==> src/hw/rtl/kot_pkg.sv <==
package kot_pkg;

  // Default sizing of the table, handed to the top level parameters.
  localparam int DEF_MAX_ENTRIES  = 512;
  localparam int DEF_SLOT_COUNT   = 2048;
  localparam int DEF_KEY_WORDS    = 16;
  localparam int DEF_TEX_LANE_BIT = 64;

  // Widest key and slot index that any legal parameter set needs.
  localparam int KEY_BITS_MAX = 1024;
  localparam int SLOT_W_MAX   = 16;

  // Depth of the queue between the front and back ends.
  localparam int QUEUE_DEPTH = 2;

  localparam logic [31:0] FNV_BASIS      = 32'd2166136261;
  localparam logic [31:0] FNV_PRIME      = 32'd16777619;
  localparam logic [31:0] SAT32          = 32'hFFFF_FFFF;
  localparam logic [31:0] TEX_MASK_RESET = 32'hFFFF_FFFF;

  typedef enum logic [1:0] {
    OP_SET_WINDOW = 2'd0,
    OP_QUAD       = 2'd1,
    OP_APPEND     = 2'd2,
    OP_CLEAR      = 2'd3
  } kot_op_t;

  typedef enum logic [1:0] {
    ST_FOUND = 2'd0,
    ST_NEW   = 2'd1,
    ST_DROP  = 2'd2
  } kot_status_t;

  typedef struct packed {
    logic [1:0]  opcode;
    logic [63:0] key_word;
    logic        last_word;
    logic [31:0] window_id;
    logic [31:0] generation;
  } kot_req_t;

  typedef struct packed {
    logic [1:0]  status;
    logic [8:0]  entry_index;
    logic [31:0] quad_total;
    logic [31:0] append_total;
    logic [31:0] pass_total;
    logic [31:0] first_window;
    logic [31:0] drop_total;
    logic [9:0]  entry_count;
  } kot_res_t;

  // One command handed from the front end to the back end.
  typedef struct packed {
    kot_op_t                 op;
    logic [SLOT_W_MAX-1:0]   slot;
    logic [KEY_BITS_MAX-1:0] key;
    logic [31:0]             window_id;
    logic [31:0]             generation;
  } kot_job_t;

  // Saturating increment shared by the entry counters and the drop count.
  function automatic logic [31:0] sat_inc(input logic [31:0] v);
    sat_inc = (v == SAT32) ? v : v + 32'd1;
  endfunction

endpackage

==> src/hw/rtl/kot_front.sv <==
module kot_front import kot_pkg::*; #(
  parameter int SLOT_COUNT   = DEF_SLOT_COUNT,
  parameter int KEY_WORDS    = DEF_KEY_WORDS,
  parameter int TEX_LANE_BIT = DEF_TEX_LANE_BIT
) (
  input  logic        clk,
  input  logic        rst_n,
  input  logic        start,
  input  kot_req_t    in_req,
  input  logic        hold,
  output logic        busy,
  input  logic        cfg_wr_en,
  input  logic [31:0] cfg_wr_data,
  output logic        push,
  output kot_job_t    push_job
);

  localparam int KEY_BITS = KEY_WORDS * 64;
  localparam int POS_W    = $clog2(KEY_WORDS + 1);
  localparam int WIDX_W   = (KEY_WORDS > 1) ? $clog2(KEY_WORDS) : 1;
  localparam int BYTES    = KEY_WORDS * 8;
  localparam int BIDX_W   = $clog2(BYTES);
  localparam int SLOT_W   = $clog2(SLOT_COUNT);
  // Reciprocal of the slot count, scaled by 2^32 and rounded down.
  localparam logic [31:0] RECIP = 32'(64'h1_0000_0000 / 64'(SLOT_COUNT));

  typedef enum logic [3:0] {
    F_IDLE = 4'b0001,
    F_HASH = 4'b0010,
    F_MOD  = 4'b0100,
    F_PUSH = 4'b1000
  } fstate_t;

  fstate_t                      state_r;
  logic [KEY_WORDS-1:0][63:0]   kbuf_r;
  logic [KEY_WORDS-1:0][63:0]   kcur;
  logic [POS_W-1:0]             pos_r;
  logic [KEY_BITS-1:0]          kjob_r;
  logic [KEY_BITS-1:0]          kmasked;
  logic [KEY_BITS+31:0]         lane_wide;
  kot_op_t                      op_r;
  logic [31:0]                  hash_r;
  logic [31:0]                  hash_nxt;
  logic [31:0]                  hash_x;
  logic [BIDX_W-1:0]            bidx_r;
  logic [31:0]                  rem_r;
  logic [31:0]                  quo_r;
  logic [63:0]                  prod;
  logic [31:0]                  qn;
  logic [1:0]                   kstep_r;
  logic [31:0]                  mask_r;
  logic                         accept;
  kot_op_t                      in_op;

  assign busy   = (state_r != F_IDLE) || hold;
  assign accept = start && !busy;
  assign in_op  = kot_op_t'(in_req.opcode);

  // Key buffer with the incoming word placed, then the texture lane masked.
  always_comb begin
    kcur = kbuf_r;
    if (pos_r < POS_W'(KEY_WORDS)) begin
      kcur[pos_r[WIDX_W-1:0]] = in_req.key_word;
    end
    lane_wide = {{KEY_BITS{1'b0}}, ~mask_r} << TEX_LANE_BIT;
    kmasked   = kcur & ~lane_wide[KEY_BITS-1:0];
  end

  // One FNV-1a byte step per cycle.
  assign hash_x   = hash_r ^ {24'd0, kjob_r[{bidx_r, 3'b000} +: 8]};
  assign hash_nxt = hash_x * FNV_PRIME;

  // Reduction of the hash by the slot count: the quotient estimate is at most
  // one short, so one corrective subtract finishes the remainder.
  assign prod = 64'(rem_r) * 64'(RECIP);
  assign qn   = quo_r * 32'(SLOT_COUNT);

  // Commands for the back end.
  always_comb begin
    push_job            = '0;
    push_job.op         = op_r;
    push_job.slot       = SLOT_W_MAX'(rem_r[SLOT_W-1:0]);
    push_job.key        = KEY_BITS_MAX'(kjob_r);
    push                = (state_r == F_PUSH) && !hold;
    if (state_r == F_IDLE) begin
      push_job.op         = in_op;
      push_job.window_id  = in_req.window_id;
      push_job.generation = in_req.generation;
      push = accept && ((in_op == OP_SET_WINDOW) || (in_op == OP_CLEAR));
    end
  end

  always_ff @(posedge clk) begin
    if (!rst_n) begin
      state_r <= F_IDLE;
      kbuf_r  <= '0;
      pos_r   <= '0;
      mask_r  <= TEX_MASK_RESET;
    end else begin
      if (cfg_wr_en) begin
        mask_r <= cfg_wr_data;
      end
      unique case (state_r)
        F_IDLE: begin
          if (accept) begin
            if (in_op == OP_CLEAR) begin
              kbuf_r <= '0;
              pos_r  <= '0;
            end else if (in_op != OP_SET_WINDOW) begin
              if (in_req.last_word) begin
                kjob_r  <= kmasked;
                op_r    <= in_op;
                kbuf_r  <= '0;
                pos_r   <= '0;
                hash_r  <= FNV_BASIS;
                bidx_r  <= '0;
                state_r <= F_HASH;
              end else begin
                kbuf_r <= kcur;
                if (pos_r < POS_W'(KEY_WORDS)) begin
                  pos_r <= pos_r + POS_W'(1);
                end
              end
            end
          end
        end
        F_HASH: begin
          hash_r <= hash_nxt;
          bidx_r <= bidx_r + BIDX_W'(1);
          if (bidx_r == BIDX_W'(BYTES - 1)) begin
            rem_r   <= hash_nxt;
            kstep_r <= 2'd0;
            state_r <= F_MOD;
          end
        end
        F_MOD: begin
          kstep_r <= kstep_r + 2'd1;
          if (kstep_r == 2'd0) begin
            quo_r <= prod[63:32];
          end else if (kstep_r == 2'd1) begin
            rem_r <= rem_r - qn;
          end else begin
            if (rem_r >= 32'(SLOT_COUNT)) begin
              rem_r <= rem_r - 32'(SLOT_COUNT);
            end
            state_r <= F_PUSH;
          end
        end
        F_PUSH: begin
          if (!hold) begin
            state_r <= F_IDLE;
          end
        end
        default: state_r <= F_IDLE;
      endcase
    end
  end

endmodule

==> config.mk <==
export PLATFORM = sky130hd
export DESIGN_NAME = kot_front
export DESIGN_NICKNAME = d
export VERILOG_FILES = /design/src/hw/rtl/kot_pkg.sv /design/src/hw/rtl/kot_front.sv
export SDC_FILE = /design/constraint.sdc
export NUM_CORES = 2
export LEC_CHECK = 0
export ABC_CLOCK_PERIOD_IN_PS = 205100
export BUFFER_PORTS_ARGS = -buffer_cell sky130_fd_sc_hd__clkbuf_2
export CAP_MARGIN = 0
export CORE_ASPECT_RATIO = 0.75
export CORE_MARGIN = 10
export CORE_UTILIZATION = 42
export DETAILED_ROUTE_END_ITERATION = 8
export PLACE_DENSITY = 0.72
export SKIP_LAST_GASP = 1
export SYNTH_ARGS = -nofsm -noshare
export SYNTH_HDL_FRONTEND = slang
export SYNTH_SLANG_ARGS = --single-unit
==> constraint.sdc <==
create_clock -name clk -period 205.1 [get_ports clk]
set_clock_uncertainty 0.05 [all_clocks]
set_input_delay 10.255 -clock clk [delete_from_list [all_inputs] [get_ports clk]]
set_output_delay 10.255 -clock clk [all_outputs]
set_load 0.01 [all_outputs]
# == Word-level counts from Yosys, hierarchy flattened ==
# Cells that the tools add are included.
# classes
add_sub_neg,5
multipliers,1
div_mod_pow,0
n_lt_le_gt_ge,4
eq_ne,17
shift,1
n_mux,40
bitwise,5
n_reduce_logical,23
# ops
operator,count
two-way mux 1024 bit,4
AND 1024 bit,1
bitwise mux 1024 bit,1
NOT 96 -> 1024 bit,1
indexed part select 1024 x 11 -> 8 bit,1
demux 64 bit (select 4 bit),1
two-way mux 32 bit,8
two-way mux 64 bit,2
case mux 32 bit (2 select lines),2
">= comparator 32 x 12 -> 1 bit, second input constant",1
"multiplier 32 x 25 -> 32 bit, second input constant",1
two-way mux 4 bit,8
NOT 32 bit,1
"subtractor 32 x 12 -> 32 bit, second input constant",1
subtractor 32 bit,1
bitwise XOR 32 x 8 -> 32 bit,1
two-way mux 7 bit,4
two-way mux 5 bit,4
case mux 4 bit (4 select lines),1
"inequality test 2 bit, second input constant",7
case mux 7 bit (2 select lines),1
AND reduction 6 bit,2
AND reduction 3 bit,3
AND reduction 8 bit,1
28 further kinds,38
# word_totals
ff_bits,2185
latch_bits,0
mem_bits_rw,0
romBits,0
in_bits,168
wordCells,122
mem_count,0

# == Logic depth before layout (Yosys ltp) ==
# logic_depth
word_depth,9
depth_mapped,27
ltp_nobuf,22

# == Worst setup path after synthesis ==
# Ideal clock, no wire load.
# synth_path
path_type,input to register
startpoint,in in_req[129] (netlist bit)
endpoint,"reg kjob_r[0], enable pin"
setup_time_ns,4.928
t_arrival_ns,107.455
t_required_ns,200.122
path_slack_ns,92.667
cell_stages,2
cell_sequence,ha_1 > nor4_1
# synth_between
elab_chain_len,3
elab_cells_between_ends,4
cone_classes,1 x eq/ne; 1 x bitwise; 2 x reduce/logical
# synth_rtl
item,line_no,text
"start, declared",kot_front.sv:9,"input kot_req_t in_req,"
== test 2 bit,kot_front.sv:106,if (in_op == OP_CLEAR) begin
NOT 1 bit (no source line),-,
AND reduction 6 bit (no source line) *,-,
"end signal, assigned",kot_front.sv:111,kjob_r <= kmasked;
"end, declared",kot_front.sv:38,logic [KEY_BITS-1:0] kjob_r;
# Mark *: on every way between the ends. The rest lies on a longest branch, timed or not.
# A chain may end at the register's enable or synchronous reset.

# == Worst setup path after layout ==
# layout_path
startpoint,in in_req[129] (netlist bit)
endpoint,out push
# layout_between
elab_chain_len,4
elab_cells_between_ends,5
cone_classes,1 x eq/ne; 1 x mux; 3 x reduce/logical
# layout_rtl
item,line_no,text
== test 2 bit or zero test 2 bit (tied branches),kot_front.sv:89,push = accept && ((in_op == OP_SET_WINDOW) || (in_op == OP_CLEAR));
logical OR 1 bit *,kot_front.sv:89,
logical AND 1 bit *,kot_front.sv:89,
two-way mux 1 bit *,kot_front.sv:85,if (state_r == F_IDLE) begin
"end, declared",kot_front.sv:14,"output logic push,"
# Marks and branches as above.

==> metrics.txt <==
status completed; sequential share of the synthesized area 57.6%; max cap viols 0; clock tree root buffer cell clkbuf_16; Leak 37.4 nW; Netlist Area Pre-Place 0.0922 mm²; die height about 430 µm; CTS sink cnt 2,122; Synth top area share 34.4%; average size of a mapped cell approximately 12 µm²; most common cell in the synthesized netlist nand2_1; largest cells by area after synthesis edfxtp_1 (34%), dfxtp_1 (23%), mux2_2 (12%), mux4_2 (7.0%), a21oi_1 (5.5%); GPL Wtd Cong 0.940; # rows 148; Synth Instances 7,900; number of global-route vias before repair 69.6k; DRT Wirelength between 400,000 and 500,000 µm; Initial Utilization 42.4%; WL/cell 33.7 µm; # DRC 0; WS Path Type in2out; port bufs around 1.3k; WP data required 194.80 ns; routed vias 74.1k; pwr/cell area between 8 and 9 mW/mm²; gr usage total 31.6%; HP Class reg2reg; Final Hold Fails 0; I/O pin count 1,276; ys async rst share 0%; drt pass-1 iters 8; share of cells above drive strength 1 between 30 and 40%; Setup Fix Bufs, Post-CTS 0; crit path time final 21.56 ns; Slew HR ~15%; DIE AREA approximately 0.24 mm²; maximum VDD drop 0.00000701 V; Die Width 561 µm; Worst Path Arrival 11.26 ns; Fill cells around 19k; placed instance count 11.5k; Worst-Margin Slew between 1 and 1.5 ns; hpwl dp 271,000 µm; Worst Setup Start Kind input pin; top sig layer met5; first-pass GRT wire length approximately 540,000 µm; Synth-to-Final Area Change 16.2%; Top FF cell, synth dfxtp_1; hold_buf cts 0; largest net degree at the start of global routing about 210; Reg clk slew, reported paths around 0.060 ns; total power 0.000914 W; CTS tree done; initial DRC count 11.3k; Netlist cell types 56; placed cell area between 0.1 and 0.15 mm²; period utilisation layout approximately a tenth; Synth Register Bits 2,122; antenna-violating nets left 0; initial antenna violation count 64; post-cts sizing count 0; setup TNS 0 ns; post-route cell area 0.107 mm²; RSZ-0062 raised after global routing no; Max Root-Sink Buffers 4; Num CTS Buffers about 210; H-Tree Depth 4; Via density 6.23; yosys warns 0; global route overflow 0; met1 WL roughly 140,000 µm; Post-synth EDFFs between 1k and 1.5k; Non-Filler Instances around 12k; Peak Freq 0.0464 GHz; clk_lat worst skew just under 0.9 ns; critical path capture point type output pin; final setup violation count 0; most common library cells after synthesis nand2_1 (1,215), dfxtp_1 (1,065), edfxtp_1 (1,057), a21oi_1 (1,016), nand3_1 (1,002); final net count 8,990; CP max FO 4; Max Slew Vio Count 0; met2 WL 173,000 µm; cell taking the most area after synthesis edfxtp_1; core box area 0.218 mm²; met3 WL 51,600 µm
-- kinds of logic (layout without fill, tap and decap cells) --
kind of cell             Yosys count  after routing  share of synthesized area [%]
AO/OA/AOI/OAI                   1162           1162                           6.70
other                              1             37                        0.00407
adder cells (fa/ha/maj)           53             53                          0.760
buffers and inverters            777           1815                           3.42
multiplexers                    1322           1322                           19.6
flip-flops                      2122           2122                           57.6
XOR/XNOR                          34             34                          0.323
AND/OR/NAND/NOR                 2429           2429                           11.6
-- metrics by stage --
step | util (%) | setup WS [ns] | hold WS (ns)
floorplan | - | 92.67 | 0.378
global placement | 46.1 | 183.49 | 0.384
detailed placement | 46.1 | 183.52 | 0.391
CTS | 49.2 | 183.51 | 0.399
global route | 49.2 | 183.43 | 0.412
finish | 49.2 | 183.54 | 0.397
-- critical path: stages --
cell	delay, ns
clkbuf_2	0.13
inv_1	0.05
ha_1	0.28
inv_1	0.09
a31oi_1	0.09
nor4_1	0.17
clkbuf_2	0.19
-- area by class of cell --
cell class | count | area [µm²] | area share [%]
antenna | 32 | 80.1 | 0.0747
multi-input combinational | 5005 | 36100 | 33.7
sequential | 2122 | 53100 | 49.5
clock buffer | 312 | 5990 | 5.59
clock inverter | 74 | 719 | 0.671
timing repair buffer | 1394 | 7400 | 6.91
inverter | 35 | 141 | 0.132
tap | 2925 | 3660 | 3.42
-- per-layer routing --
layer	vias to the layer above	global-route usage, %
li1	30500	-
met1	36800	39.7
met2	5516	46.5
met3	1233	9.98
met4	22	21.4
met5	-	0
-- state kept, by name (all words and copies together) (netlist names) --
signal	cells
kstep_r	2
state_r	4
kbuf_r	1024
op_r	2
kjob_r	1024
hash_r	11
mask_r	32
bidx_r	7
pos_r	5
rem_r	11
-- layout by cell type, fill, tap and decap left out, types with 7 or more instances in the layout --
master,count
nor4_1,7
mux4_2,288
a21boi_0,32
clkinvlp_4,7
buf_4,115
clkbuf_8,27
o22ai_1,10
nor3_1,10
xor2_1,16
bufinv_16,9
ha_1,48
inv_6,13
inv_1,31
edfxtp_1,1057
nand3_1,1002
nand2_1,1210
nor2_1,68
diode_2,32
a22oi_1,58
clkbuf_1,71
mux2i_1,58
dfxtp_1,1065
a21oi_1,1016
mux2_2,976
buf_12,9
clkbuf_2,1270
nand4_1,7
clkbuf_16,214
and2_1,73
xnor2_1,18
clkinv_2,34
-- path summary, 6_finish.rpt --
check / start / endpoint / slack (ns) / cells past startpoint
worst max register to register: bidx_r[0] / hash_r[10] / 196.28 / 24
worst min-delay path: kbuf_r[3] / kbuf_r[3] / 0.40 / 2
worst min register to register: kbuf_r[3] / kbuf_r[3] / 0.40 / 2
worst max-delay path: in_req[129] / push / 183.54 / 7
-- power by group --
part	switching, W	internal [W]
Combinational	0.0000568	0.0000177
Clock	0.000172	0.000215
Sequential	0.00000468	0.000448
Total	0.000234	0.000680
Note: power is estimated with default switching activity, not from simulation.
